==> src/hw/rtl/amls_pkg.sv <==
`timescale 1ns / 1ps
`default_nettype none
package amls_pkg;

	localparam int RX_BUF_BYTES = 256;
	localparam int RX_CNT_W = $clog2(RX_BUF_BYTES + 1);
	localparam int NPAT = 12;

	localparam int M_READY = 0;
	localparam int M_OK = 1;
	localparam int M_NOCHG = 2;
	localparam int M_GOTIP = 3;
	localparam int M_FAIL = 4;
	localparam int M_ERROR = 5;
	localparam int M_CONNECT = 6;
	localparam int M_CLOSED = 7;
	localparam int M_DISC = 8;
	localparam int M_IPD = 9;
	localparam int M_SENDOK = 10;
	localparam int M_PROMPT = 11;

	localparam logic [1:0] CMD_BYTE = 2'd0;
	localparam logic [1:0] CMD_TICK = 2'd1;
	localparam logic [1:0] CMD_CONNECT = 2'd2;
	localparam logic [1:0] CMD_SEND = 2'd3;

	localparam logic [3:0] AT_NONE = 4'd0;
	localparam logic [3:0] AT_RST = 4'd1;
	localparam logic [3:0] AT_ATE0 = 4'd2;
	localparam logic [3:0] AT_AT = 4'd3;
	localparam logic [3:0] AT_CWMODE = 4'd4;
	localparam logic [3:0] AT_CWJAP = 4'd5;
	localparam logic [3:0] AT_CIPSTART = 4'd6;
	localparam logic [3:0] AT_CIPSEND = 4'd7;
	localparam logic [3:0] AT_PAYLOAD = 4'd8;

	localparam logic [2:0] EV_NONE = 3'd0;
	localparam logic [2:0] EV_CONNECTED = 3'd1;
	localparam logic [2:0] EV_DISCONNECTED = 3'd2;
	localparam logic [2:0] EV_ERROR = 3'd3;
	localparam logic [2:0] EV_DATA = 3'd4;

	localparam logic [3:0] ERR_AT_TMO = 4'd0;
	localparam logic [3:0] ERR_MODE_TMO = 4'd1;
	localparam logic [3:0] ERR_JOIN_FAIL = 4'd2;
	localparam logic [3:0] ERR_JOIN_TMO = 4'd3;
	localparam logic [3:0] ERR_TCP_FAIL = 4'd4;
	localparam logic [3:0] ERR_TCP_TMO = 4'd5;
	localparam logic [3:0] ERR_SEND_ERR = 4'd6;
	localparam logic [3:0] ERR_SEND_TMO = 4'd7;
	localparam logic [3:0] ERR_DONE_ERR = 4'd8;
	localparam logic [3:0] ERR_DONE_TMO = 4'd9;

	localparam logic [3:0] ST_IDLE = 4'd0;
	localparam logic [3:0] ST_RESET = 4'd1;
	localparam logic [3:0] ST_INIT = 4'd2;
	localparam logic [3:0] ST_MODE = 4'd3;
	localparam logic [3:0] ST_JOIN = 4'd4;
	localparam logic [3:0] ST_TCP = 4'd5;
	localparam logic [3:0] ST_READY = 4'd6;
	localparam logic [3:0] ST_PROMPT = 4'd7;
	localparam logic [3:0] ST_SENDDONE = 4'd8;
	localparam logic [3:0] ST_ERROR = 4'd9;

	localparam logic [2:0] REG_RESET_WAIT = 3'd0;
	localparam logic [2:0] REG_COMMAND_WAIT = 3'd1;
	localparam logic [2:0] REG_JOIN_WAIT = 3'd2;
	localparam logic [2:0] REG_LINK_WAIT = 3'd3;
	localparam logic [2:0] REG_SEND_DONE_WAIT = 3'd4;

	localparam logic [1:0] FP_HUNT = 2'd0;
	localparam logic [1:0] FP_LEN = 2'd1;
	localparam logic [1:0] FP_PAYLOAD = 2'd2;

	typedef struct packed {
		logic [1:0] command;
		logic [7:0] rx_byte;
		logic [7:0] send_len;
	} req_t;

	typedef struct packed {
		logic [3:0] at_command;
		logic [7:0] at_length;
		logic [2:0] event_res;
		logic [3:0] error_code;
		logic [7:0] data_byte;
		logic       data_last;
		logic       send_accepted;
		logic [3:0] link_state;
		logic       wifi_up;
		logic       tcp_up;
	} res_t;

	typedef logic [3:0] prog_t [NPAT];

	function automatic logic [3:0] pat_len(input int i);
		case (i)
			0: return 4'd5;
			1: return 4'd2;
			2: return 4'd9;
			3: return 4'd11;
			4: return 4'd4;
			5: return 4'd5;
			6: return 4'd7;
			7: return 4'd6;
			8: return 4'd10;
			9: return 4'd5;
			10: return 4'd7;
			default: return 4'd1;
		endcase
	endfunction

	function automatic logic [7:0] pat_chr(input int i, input int k);
		logic [8*11-1:0] s;
		case (i)
			0: s = {"ready", 48'd0};
			1: s = {"OK", 72'd0};
			2: s = {"no change", 16'd0};
			3: s = "WIFI GOT IP";
			4: s = {"FAIL", 56'd0};
			5: s = {"ERROR", 48'd0};
			6: s = {"CONNECT", 32'd0};
			7: s = {"CLOSED", 40'd0};
			8: s = {"DISCONNECT", 8'd0};
			9: s = {"+IPD,", 48'd0};
			10: s = {"SEND OK", 32'd0};
			default: s = {">", 80'd0};
		endcase
		return s[8*(10-k) +: 8];
	endfunction

	// next progress for pattern i from progress p on byte c (evaluated combinationally by the matcher)
	function automatic logic [3:0] advance(input int i, input logic [3:0] p_in,
			input logic [7:0] c);
		int len;
		int p;
		int k;
		int j;
		logic ok;
		logic [3:0] res;
		len = int'(pat_len(i));
		p = int'(p_in);
		res = 4'd0;
		if (p > len)
			p = 0;
		for (k = 11; k >= 1; k--) begin
			if (k <= len && k <= p + 1 && res == 4'd0) begin
				ok = (pat_chr(i, k - 1) == c);
				for (j = 0; j < 10; j++) begin
					if (j < k - 1 && pat_chr(i, j) != pat_chr(i, p - k + 1 + j))
						ok = 1'b0;
				end
				if (ok)
					res = 4'(k);
			end
		end
		return res;
	endfunction

endpackage
`default_nettype wire

==> src/hw/rtl/at_modem_link_sequencer_top.sv <==
`timescale 1ns / 1ps
`default_nettype none
// AT modem link sequencer
// req channel (req_valid/req_ready/req): received byte, millisecond tick,
// connect request or send request; each request produces exactly one result
// on the res channel (res_valid/res_ready/res).
// The request is evaluated in the cycle it is accepted: matchers, timeout
// and sequence state are updated together and the result lands in the
// output register; one request per cycle is taken while the result
// register is empty or being drained.
// When the receiver stalls the result is held and req_ready drops until it
// is taken; no request is lost.
// cfg_we/cfg_index/cfg_wdata write the five timeout registers in ms.
// Reset (arst_n low) returns to idle with empty buffer, cleared flags and
// default timeouts; no clearing pass is needed.
module at_modem_link_sequencer_top
	import amls_pkg::*;
(
	input  wire logic        clk,
	input  wire logic        arst_n,
	input  wire logic        req_valid,
	output logic             req_ready,
	input  wire req_t        req,
	output logic             res_valid,
	input  wire logic        res_ready,
	output res_t             res,
	input  wire logic        cfg_we,
	input  wire logic [2:0]  cfg_index,
	input  wire logic [15:0] cfg_wdata
);

	logic [15:0] reset_wait_q, command_wait_q, join_wait_q, link_wait_q, send_done_wait_q;
	logic [3:0] state_q;
	logic [RX_CNT_W-1:0] rx_count_q;
	logic [15:0] elapsed_q, limit_q;
	logic [7:0] pending_q, flen_q;
	logic [1:0] fphase_q;
	logic wifi_q, tcp_q;

	logic go;
	logic feed, flush;
	logic [NPAT-1:0] seen_q, seen_n;
	res_t r;
	logic [3:0] st_n;
	logic [RX_CNT_W-1:0] cnt_n;
	logic [15:0] el_n, lim_n;
	logic [7:0] pend_n, flen_n;
	logic [1:0] fph_n;
	logic wifi_n, tcp_n;

	assign req_ready = !res_valid || res_ready;
	assign go = req_valid && req_ready;

	amls_matcher u_match (
		.clk(clk), .arst_n(arst_n), .feed(go && feed), .flush(go && flush),
		.rx_byte(req.rx_byte), .seen_q(seen_q), .seen_next(seen_n)
	);

	always_comb begin
		logic [NPAT-1:0] sn;
		logic fl;
		logic ev;
		logic expd;
		r = '0;
		st_n = state_q;
		cnt_n = rx_count_q;
		el_n = elapsed_q;
		lim_n = limit_q;
		pend_n = pending_q;
		flen_n = flen_q;
		fph_n = fphase_q;
		wifi_n = wifi_q;
		tcp_n = tcp_q;
		feed = 1'b0;
		fl = 1'b0;
		ev = 1'b0;
		sn = seen_q;
		case (req.command)
			CMD_CONNECT: begin
				wifi_n = 1'b0;
				tcp_n = 1'b0;
				fl = 1'b1;
				r.at_command = AT_RST;
				st_n = ST_RESET;
				el_n = '0;
				lim_n = reset_wait_q;
			end
			CMD_SEND: begin
				if (state_q == ST_READY && req.send_len != 8'd0) begin
					pend_n = req.send_len;
					r.at_length = req.send_len;
					r.send_accepted = 1'b1;
					fl = 1'b1;
					r.at_command = AT_CIPSEND;
					st_n = ST_PROMPT;
					el_n = '0;
					lim_n = command_wait_q;
				end
			end
			CMD_TICK: begin
				if (elapsed_q != 16'hFFFF)
					el_n = elapsed_q + 16'd1;
				ev = 1'b1;
			end
			default: begin
				if (state_q == ST_READY && fphase_q == FP_PAYLOAD) begin
					r.event_res = EV_DATA;
					r.data_byte = req.rx_byte;
					flen_n = flen_q - 8'd1;
					if (flen_n == 8'd0) begin
						r.data_last = 1'b1;
						fl = 1'b1;
					end
				end else begin
					if (rx_count_q < RX_CNT_W'(RX_BUF_BYTES)) begin
						cnt_n = rx_count_q + RX_CNT_W'(1);
						feed = 1'b1;
						sn = seen_n;
						if (state_q == ST_READY && fphase_q == FP_LEN) begin
							if (req.rx_byte == 8'h3A) begin
								if (flen_q == 8'd0)
									fl = 1'b1;
								else
									fph_n = FP_PAYLOAD;
							end else begin
								flen_n = 8'((flen_q * 10) + req.rx_byte - 8'd48);
							end
						end
					end
					ev = 1'b1;
				end
			end
		endcase
		// a flush from the byte, connect or send path resets the parse before evaluation
		if (fl) begin
			cnt_n = '0;
			fph_n = FP_HUNT;
			flen_n = '0;
			sn = '0;
		end
		expd = el_n >= lim_n;
		if (ev) begin
			unique case (state_q)
				ST_IDLE, ST_ERROR: ;
				ST_RESET: begin
					if (sn[M_READY] || expd) begin
						fl = 1'b1;
						r.at_command = sn[M_READY] ? AT_ATE0 : AT_AT;
						st_n = ST_INIT;
						el_n = '0;
						lim_n = command_wait_q;
					end
				end
				ST_INIT: begin
					if (sn[M_OK]) begin
						fl = 1'b1;
						r.at_command = AT_CWMODE;
						st_n = ST_MODE;
						el_n = '0;
						lim_n = command_wait_q;
					end else if (expd) begin
						st_n = ST_ERROR; tcp_n = 1'b0;
						r.event_res = EV_ERROR; r.error_code = ERR_AT_TMO;
					end
				end
				ST_MODE: begin
					if (sn[M_OK] || sn[M_NOCHG]) begin
						fl = 1'b1;
						r.at_command = AT_CWJAP;
						st_n = ST_JOIN;
						el_n = '0;
						lim_n = join_wait_q;
					end else if (expd) begin
						st_n = ST_ERROR; tcp_n = 1'b0;
						r.event_res = EV_ERROR; r.error_code = ERR_MODE_TMO;
					end
				end
				ST_JOIN: begin
					if (sn[M_GOTIP] || sn[M_OK]) begin
						wifi_n = 1'b1;
						fl = 1'b1;
						r.at_command = AT_CIPSTART;
						st_n = ST_TCP;
						el_n = '0;
						lim_n = link_wait_q;
					end else if (sn[M_FAIL] || sn[M_ERROR]) begin
						st_n = ST_ERROR; tcp_n = 1'b0;
						r.event_res = EV_ERROR; r.error_code = ERR_JOIN_FAIL;
					end else if (expd) begin
						st_n = ST_ERROR; tcp_n = 1'b0;
						r.event_res = EV_ERROR; r.error_code = ERR_JOIN_TMO;
					end
				end
				ST_TCP: begin
					if (sn[M_CONNECT]) begin
						tcp_n = 1'b1;
						fl = 1'b1;
						st_n = ST_READY;
						r.event_res = EV_CONNECTED;
					end else if (sn[M_ERROR] || sn[M_CLOSED]) begin
						st_n = ST_ERROR; tcp_n = 1'b0;
						r.event_res = EV_ERROR; r.error_code = ERR_TCP_FAIL;
					end else if (expd) begin
						st_n = ST_ERROR; tcp_n = 1'b0;
						r.event_res = EV_ERROR; r.error_code = ERR_TCP_TMO;
					end
				end
				ST_READY: begin
					if (sn[M_CLOSED] || sn[M_DISC]) begin
						tcp_n = 1'b0;
						r.event_res = EV_DISCONNECTED;
						fl = 1'b1;
						r.at_command = AT_CIPSTART;
						st_n = ST_TCP;
						el_n = '0;
						lim_n = link_wait_q;
					end else if (fph_n == FP_HUNT && sn[M_IPD]) begin
						fph_n = FP_LEN;
						flen_n = '0;
					end
				end
				ST_PROMPT: begin
					if (sn[M_PROMPT]) begin
						fl = 1'b1;
						r.at_command = AT_PAYLOAD;
						st_n = ST_SENDDONE;
						el_n = '0;
						lim_n = send_done_wait_q;
						r.at_length = pending_q;
					end else if (sn[M_ERROR]) begin
						st_n = ST_ERROR; tcp_n = 1'b0;
						r.event_res = EV_ERROR; r.error_code = ERR_SEND_ERR;
					end else if (expd) begin
						st_n = ST_ERROR; tcp_n = 1'b0;
						r.event_res = EV_ERROR; r.error_code = ERR_SEND_TMO;
					end
				end
				ST_SENDDONE: begin
					if (sn[M_SENDOK]) begin
						fl = 1'b1;
						pend_n = '0;
						st_n = ST_READY;
					end else if (sn[M_ERROR]) begin
						st_n = ST_ERROR; tcp_n = 1'b0;
						r.event_res = EV_ERROR; r.error_code = ERR_DONE_ERR;
					end else if (expd) begin
						st_n = ST_ERROR; tcp_n = 1'b0;
						r.event_res = EV_ERROR; r.error_code = ERR_DONE_TMO;
					end
				end
				default: st_n = ST_IDLE;
			endcase
		end
		if (fl) begin
			cnt_n = '0;
			fph_n = FP_HUNT;
			flen_n = '0;
		end
		flush = fl;
		r.link_state = st_n;
		r.wifi_up = wifi_n;
		r.tcp_up = tcp_n;
	end

	always_ff @(posedge clk or negedge arst_n) begin
		if (!arst_n) begin
			reset_wait_q <= 16'd3000;
			command_wait_q <= 16'd2000;
			join_wait_q <= 16'd15000;
			link_wait_q <= 16'd10000;
			send_done_wait_q <= 16'd3000;
		end else if (cfg_we) begin
			case (cfg_index)
				REG_RESET_WAIT: reset_wait_q <= cfg_wdata;
				REG_COMMAND_WAIT: command_wait_q <= cfg_wdata;
				REG_JOIN_WAIT: join_wait_q <= cfg_wdata;
				REG_LINK_WAIT: link_wait_q <= cfg_wdata;
				REG_SEND_DONE_WAIT: send_done_wait_q <= cfg_wdata;
				default: ;
			endcase
		end
	end

	always_ff @(posedge clk or negedge arst_n) begin
		if (!arst_n) begin
			state_q <= ST_IDLE;
			rx_count_q <= '0;
			elapsed_q <= '0;
			limit_q <= '0;
			pending_q <= '0;
			fphase_q <= FP_HUNT;
			flen_q <= '0;
			wifi_q <= 1'b0;
			tcp_q <= 1'b0;
			res_valid <= 1'b0;
		end else begin
			if (go) begin
				state_q <= st_n;
				rx_count_q <= cnt_n;
				elapsed_q <= el_n;
				limit_q <= lim_n;
				pending_q <= pend_n;
				fphase_q <= fph_n;
				flen_q <= flen_n;
				wifi_q <= wifi_n;
				tcp_q <= tcp_n;
				res_valid <= 1'b1;
			end else if (res_ready) begin
				res_valid <= 1'b0;
			end
		end
	end

	always_ff @(posedge clk) begin
		if (go)
			res <= r;
	end

	assert property (@(posedge clk) disable iff (!arst_n) go |=> res_valid)
		else $error("result missing after request");
	assert property (@(posedge clk) disable iff (!arst_n)
		(res_valid && !res_ready) |-> !req_ready)
		else $error("request taken while result stalled");
	assert property (@(posedge clk) disable iff (!arst_n)
		rx_count_q <= RX_CNT_W'(RX_BUF_BYTES))
		else $error("receive count beyond buffer");
	assert property (@(posedge clk) disable iff (!arst_n)
		(tcp_q && !(state_q == ST_IDLE || state_q == ST_ERROR)) |-> wifi_q)
		else $error("tcp up without wifi");

endmodule
`default_nettype wire

==> src/hw/rtl/amls_matcher.sv <==
`timescale 1ns / 1ps
`default_nettype none
module amls_matcher
	import amls_pkg::*;
(
	input  wire logic            clk,
	input  wire logic            arst_n,
	input  wire logic            feed,
	input  wire logic            flush,
	input  wire logic [7:0]      rx_byte,
	output logic [NPAT-1:0]      seen_q,
	output logic [NPAT-1:0]      seen_next
);

	prog_t prog_q;
	prog_t prog_next;

	always_comb begin
		for (int i = 0; i < NPAT; i++) begin
			prog_next[i] = advance(i, prog_q[i], rx_byte);
			seen_next[i] = seen_q[i] | (feed && prog_next[i] == pat_len(i));
		end
	end

	always_ff @(posedge clk or negedge arst_n) begin
		if (!arst_n) begin
			seen_q <= '0;
			for (int i = 0; i < NPAT; i++)
				prog_q[i] <= 4'd0;
		end else if (flush) begin
			seen_q <= '0;
			for (int i = 0; i < NPAT; i++)
				prog_q[i] <= 4'd0;
		end else if (feed) begin
			seen_q <= seen_next;
			prog_q <= prog_next;
		end
	end

endmodule
`default_nettype wire
==> config.mk <==
export PLATFORM = sky130hd
export DESIGN_NAME = at_modem_link_sequencer_top
export DESIGN_NICKNAME = d
export VERILOG_FILES = /design/src/hw/rtl/amls_pkg.sv /design/src/hw/rtl/at_modem_link_sequencer_top.sv /design/src/hw/rtl/amls_matcher.sv
export SDC_FILE = /design/constraint.sdc
export NUM_CORES = 1
export LEC_CHECK = 0
export BUFFER_PORTS_ARGS = -buffer_cell sky130_fd_sc_hd__buf_2
export CAP_MARGIN = 20
export CORE_MARGIN = 2
export CORE_UTILIZATION = 25
export CTS_CLUSTER_DIAMETER = 40
export DETAILED_ROUTE_END_ITERATION = 8
export HOLD_SLACK_MARGIN = 0.12
export MAX_ROUTING_LAYER = met4
export PLACE_DENSITY = 0.35
export SETUP_SLACK_MARGIN = 0.15
export SYNTH_ARGS = -nofsm -noshare
export SYNTH_HDL_FRONTEND = slang
export SYNTH_SLANG_ARGS = --single-unit
export TNS_END_PERCENT = 5
==> constraint.sdc <==
create_clock -name clk -period 7.8 [get_ports clk]
set_input_delay 0 -clock clk [delete_from_list [all_inputs] [get_ports clk]]
set_output_delay 0 -clock clk [all_outputs]
set_load 0.05 [all_outputs]
# Word-level counts from Yosys, hierarchy flattened
# Cells that the tools add are included.
[word_totals]
input_bits = 42
reg_bits = 241
out_inout_bits = 37
wordCells = 2081
[op_classes]
mul = 1
muxes = 674
n_bitwise = 13
eq_ne = 336
n_addsub = 537
n_reduce_logical = 166
n_shift = 230
magnitude_cmp = 86
[ops]
columns = ["operator", "count"]
rows = [
  ["88-bit by 32-bit variable part select with 8-bit output", 230],
  ["5-bit by 29-bit subtractor with 29-bit output, first input constant", 230],
  ["88-bit 2-to-1 mux", 72],
  ["29-bit by 2-bit adder with 29-bit output, second input constant", 108],
  ["29-bit by 3-bit adder with 29-bit output, second input constant", 68],
  ["8-bit != test", 230],
  ["29-bit by 4-bit adder with 29-bit output, second input constant", 49],
  ["4-bit by 32-bit <= comparator with 1-bit output, first input constant", 30],
  ["3-bit by 32-bit <= comparator with 1-bit output, first input constant", 21],
  ["4-bit 2-to-1 mux", 162],
  ["8-bit equality test", 72],
  ["2-bit by 32-bit <= comparator with 1-bit output, first input constant", 12],
  ["1-bit 2-to-1 mux", 331],
  ["5-bit by 32-bit <= comparator with 1-bit output, first input constant", 9],
  ["16-bit 2-to-1 mux", 17],
  ["4-bit logical NOT", 61],
  ["16-bit one-hot mux with 6 select lines", 2],
  ["4-bit by 3-bit subtractor with 5-bit output, second input constant", 30],
  ["8-bit 2-to-1 mux", 18],
  ["29-bit by 5-bit adder with 29-bit output, second input constant", 4],
  ["7-bit 2-to-1 mux", 15],
  ["48-bit 2-to-1 mux", 2],
  ["4-bit by 2-bit subtractor with 5-bit output, second input constant", 19],
  ["12-bit 2-to-1 mux", 7],
  ["other kinds (61)", 244],
]

# Depth between registers and ports, before layout
[depth]
depth_word = 156
depth_mapped = 28
depth_no_buf = 22

# By module
# Synthesis repeated with hierarchy kept, for this count alone.
[hier_totals]
cells_unflattened = 3755
hier_area_um2 = 30229.0
[modules_own_cells]
columns = ["mod", "cells_each", "seq_area_each_um2", "area_per_inst_um2", "instances"]
rows = [
  ["amls_matcher", 2729, 1176.1, 19596.3, 1],
  ["at_modem_link_sequencer_top", 1026, 4744.6, 10632.7, 1],
]

# Least setup slack after synthesis
# OpenSTA, ideal clock, no wires.
[synth_path]
path_kind = "flip-flop to flip-flop"
from = "register u_match.prog_q[14] in the netlist's numbering"
to = "register res[0] in the netlist's numbering, data pin"
path_buffers = 5
path_stages_with_launch = 20
path_slack_ns = 2.433
t_arrival_ns = 5.108
t_required_ns = 7.541
cell_sequence = "dfrtp_1 > buf_4 > o21ai_1 > nand2_1 > buf_4 > clkbuf_1 > ha_1 > clkbuf_1 > clkbuf_1 > inv_1 > ha_1 > or4b_1 > a2111oi_1 > o2111ai_1 > or4_4 > o22ai_2 > or2_2 > nand3_1 > o311a_1 > or2_1"
[synth_lines]
columns = ["element", "line", "rtl"]
rows = [
  ["from (decl)", "amls_matcher.sv:15", "prog_t prog_q;"],
  ["from (signal assigned)", "amls_matcher.sv:36", "prog_q <= prog_next;"],
  ["to (signal assigned)", "at_modem_link_sequencer_top.sv:316", "res <= r;"],
  ["to (decl)", "at_modem_link_sequencer_top.sv:26", "output res_t res,"],
]

# Final worst setup path
[layout_path]
from = "register u_match.prog_q[12] in the netlist's numbering"
to = "register u_match.prog_q[46] in the netlist's numbering"
[layout_between]
elab_chain_cells = 59
elab_cells_between_ends = 308
classes_between = "100 x add/sub; 11 x order compare; 46 x eq/ne; 45 x shift; 83 x mux; 1 x bitwise; 22 x reduce/logical"
[layout_rtl]
columns = ["element", "line", "rtl"]
rows = [
  ["4-bit greater-than comparator", "amls_pkg.sv:144", "if (p > len)"],
  ["4-bit 2-to-1 mux *", "amls_pkg.sv:144", ""],
  ["4-bit by 4-bit subtractor with 5-bit output", "amls_pkg.sv:150", "if (j < k - 1 && pat_chr(i, j) != pat_chr(i, p - k + 1 + j))"],
  ["29-bit by 2-bit adder with 29-bit output", "amls_pkg.sv:150", ""],
  ["29-bit by 2-bit adder with 29-bit output or 5-bit by 29-bit subtractor with 29-bit output (tied branches)", "amls_pkg.sv:150, amls_pkg.sv:129", ""],
  ["5-bit by 29-bit subtractor with 29-bit output or 88-bit by 32-bit variable part select with 8-bit output (tied branches)", "amls_pkg.sv:129", "return s[8*(10-k) +: 8];"],
  ["88-bit by 32-bit variable part select with 8-bit output or 8-bit != test (tied branches)", "amls_pkg.sv:129, amls_pkg.sv:150", ""],
  ["8-bit != test or 1-bit 2-to-1 mux (tied branches)", "amls_pkg.sv:150", ""],
  ["[43 not listed]", "n/a", ""],
  ["12-bit 2-to-1 mux *", "at_modem_link_sequencer_top.sv:78", "case (req.command)"],
  ["12-bit 2-to-1 mux *", "at_modem_link_sequencer_top.sv:135", "if (fl) begin"],
  ["1-bit logical OR *", "at_modem_link_sequencer_top.sv:209", "if (sn[M_CLOSED] || sn[M_DISC]) begin"],
  ["1-bit 2-to-1 mux *", "at_modem_link_sequencer_top.sv:209", ""],
  ["1-bit one-hot mux with 8 select lines *", "at_modem_link_sequencer_top.sv:143", "unique case (state_q)"],
  ["1-bit 2-to-1 mux *", "at_modem_link_sequencer_top.sv:142", "if (ev) begin"],
  ["1-bit logical AND *", "at_modem_link_sequencer_top.sv:55", ".clk(clk), .arst_n(arst_n), .feed(go && feed), .flush(go && flush),"],
  ["48-bit 2-to-1 mux or 2-bit nonzero test (tied branches)", "n/a", ""],
]
# Mark *: on every way between the ends. The rest lies on a longest branch, timed or not. The select of a mux whose other input is x is not followed.
# A chain may end at the register's enable or synchronous reset.

==> results.tsv <==
metric	value	unit
largest net degree at the start of global routing	69	
CP Capture Type	flip-flop	
fin crit share	90.1	%
routed wire length	120000	µm
CTS tree	yes	
Async SR Flop Fraction	84.6	%
Initial Util	25.2	%
Tmin final	7.03	ns
Slew headroom	27.6	%
layout cells sized above 1	12.5	%
largest cells by area after synthesis	ha_1, dfrtp_1, a21oi_1	
drt wl/cell	22.5	µm
drt pass-1 iters	6	
core area	116000	µm²
Max VDD drop	155	µV
HPWL Detailed	87500	µm
Post-Synth Simple-Gate Area	23.2	%
skew final	0.0589	ns
port bufs	78	
Final Hold Viols	0	
cells along the critical path	buf_4, nand2_1, nand2_1, inv_2, ha_1, a31oi_1, xor2_1, inv_1, ha_1, or4b_1, a2111oi_1, o2111ai_1, or4_4, o22ai_2, and2_1, o41a_2, buf_4, a311oi_1, dlygate4sd3_1	
Setup Fix Bufs, Post-CTS	0	
CTS clock-pin slew for the worst setup and hold paths	0.05	ns
setup TNS	0	ns
FP Rows	125	
die width	347	µm
Initial DRC Count	2184	
XOR/XNOR Fraction of Synth Area	5.28	%
Crit Path Max Fanout	18	
H-tree levels	2	
first-pass GRT wire length	182000	µm
Place WS	1.22	ns
Yosys cell types	108	
maximum capacitance violations	0	
HP Class	in2reg	
largest family of logic cells by synthesized area	compound AO/OA/AOI/OAI gates	
Max Slew Vio Count	0	
post-synthesis adder-cell area fraction	17.4	%
vias per std cell	5.47	
Worst-Margin Slew	1.08	ns
Compound-Gate Fraction of Synth Area	23.5	%
area delta synth->final	16.3	%
Layout Nets	4207	
later-pin clock latency in the skew report	0.64	ns
final setup fails	0	
#FFs+latches synth	228	
DRC Markers	0	
CP max-delay cell	dfrtp_1	
die area	120000	µm²
Cell Area, Synth	29400	µm²
number of synthesized flops with an enable pin	35	
placer congestion estimate	0.891	
CP max stage delay	0.71	ns
sequential fraction of the synthesis area	20.2	%
syn_nets	4133	
Pwr Density	229	nW/µm²
WP data required	8.30	ns
unrepaired setup endpoints after global routing	no	
Synth Warn #	0	
Layout fillers	12609	
commonest non-fill, non-tap cell in the layout	ha_1	
gr ovfl total	0	
post-route setup slack	0.773	ns
Cells after Synth	3687	
clock buffer count from CTS	56	
critical path arrival	7.53	ns
via count	29159	
Top FF cell, synth	dfrtp_1	
CP startpoint kind	flip-flop	
Yosys top cell by area	ha_1	
post-synthesis mux area share	4.77	%
antenna viol nets, final	0	
CTS sink count	228	
initial antenna violation count	9	
critical path class	reg2reg	
gr usage total	19.9	%
Yosys top cell area share	17.0	%
status	complete, no violations	
number of global-route vias before repair	28482	
leakage power	14.1	nW
Max Clk Rate	142	MHz
Syn Area/Cell	7.96	µm²
Clock Tree Buf Depth	3	
Ports	79	
CTS root buffer	clkbuf_16	
DP Cell Count	5179	
Final Non-Filler Cells	5335	
Die Ht	347	µm
most frequent cells in the layout	ha_1, nand2_1, nor2_1	
-- flip-flops by register name (all words and copies together), names as in the netlist --
register and count:
pending_q 8, u_match.seen_q 12, tcp_q 1, reset_wait_q 16, elapsed_q 16, limit_q 16
command_wait_q 16, link_wait_q 16, join_wait_q 16, state_q 4, res 35, res_valid 1
flen_q 8, u_match.prog_q 35, rx_count_q 9, fphase_q 2, send_done_wait_q 16, wifi_q 1
-- cells by family after synthesis --
kind of cell,Yosys count
fa+ha+maj,405
simple gates,1327
compound gates,1017
mux,129
xor+xnor,165
flops,228
buf+inv,416
-- synthesized netlist by cell type (all sizes together), types with 70 or more instances --
library cell	instances
nor4	75
inv	187
nor3	132
xnor2	97
nand2	308
mux2	88
nand4	70
ha	399
nor2	300
clkbuf	156
nand3	102
o21ai	198
dfrtp	161
a21oi	243
-- stage by stage --
step	cell area [µm²]	hold slack [ns]	util, %	power (mW)
6_report	34100	0.171	29.3	7.82
5_1_grt	34100	0.193	29.3	8.39
4_1_cts	34100	0.130	29.3	7.86
3_5_place_dp	31600	0.0825	27.1	5.28
3_3_place_gp	31600	0.0982	27.1	5.35
2_1_floorplan	29400	-0.296	-	4.21
-- critical path, delay by kind of cell (launching register included) --
| kind | cells | cell delay [ns] |
|---|---|---|
| AOI/OAI and AO/OA | 6 | 1.83 |
| and+or+nand+nor | 5 | 1.77 |
| buffers and inverters | 5 | 1.60 |
| DFF | 1 | 0.71 |
| adders and majority gates | 2 | 0.67 |
| xor gates and xnor gates | 1 | 0.29 |
-- layout make-up --
cell class	count	area (µm²)	share of cell area (%)
repair buffers	232	1700	4.98
inverters	200	752	2.20
flip-flops and latches	228	5920	17.3
multi-input cells	3043	21800	63.9
well taps	1524	1910	5.59
clock inverters	32	513	1.50
diodes	4	10.0	0.0293
clock buffers	72	1520	4.46
-- final timing paths --
path | start | endpoint | slack (ns) | cells past startpoint
max | u_match.prog_q[12] | u_match.prog_q[46] | 0.77 | 19
min | req[16] | state_q[3] | 0.17 | 4
max reg2reg | u_match.prog_q[12] | u_match.prog_q[46] | 0.77 | 19
min reg2reg | pending_q[7] | pending_q[7] | 0.50 | 1
max in group asynchronous | arst_n | u_match.seen_q[10] | 6.36 | 4
min in group asynchronous | arst_n | send_done_wait_q[7] | 0.58 | 3
-- metal layers --
metal	track usage (%)	routed length, µm	part of all wire [%]	vias up
li1	-	-	-	13875
met1	26.6	56300	47	14310
met2	31.7	55100	46	812
met3	2.35	5450	4.5	162
met4	5.16	3030	2.5	0
met5	-	0	0	-
-- what timing repair did --
action                    4_1_cts  5_1_grt
hold endpoints to repair      204        0
hold buffers                   48        0
gates resized for setup         0        0
-- report_power, final --
group / switching, mW / internal [mW]
clock network: 0.791 / 1.71
logic: 2.40 / 1.39
registers: 0.140 / 1.39
Power figures use the tool's default switching activity.
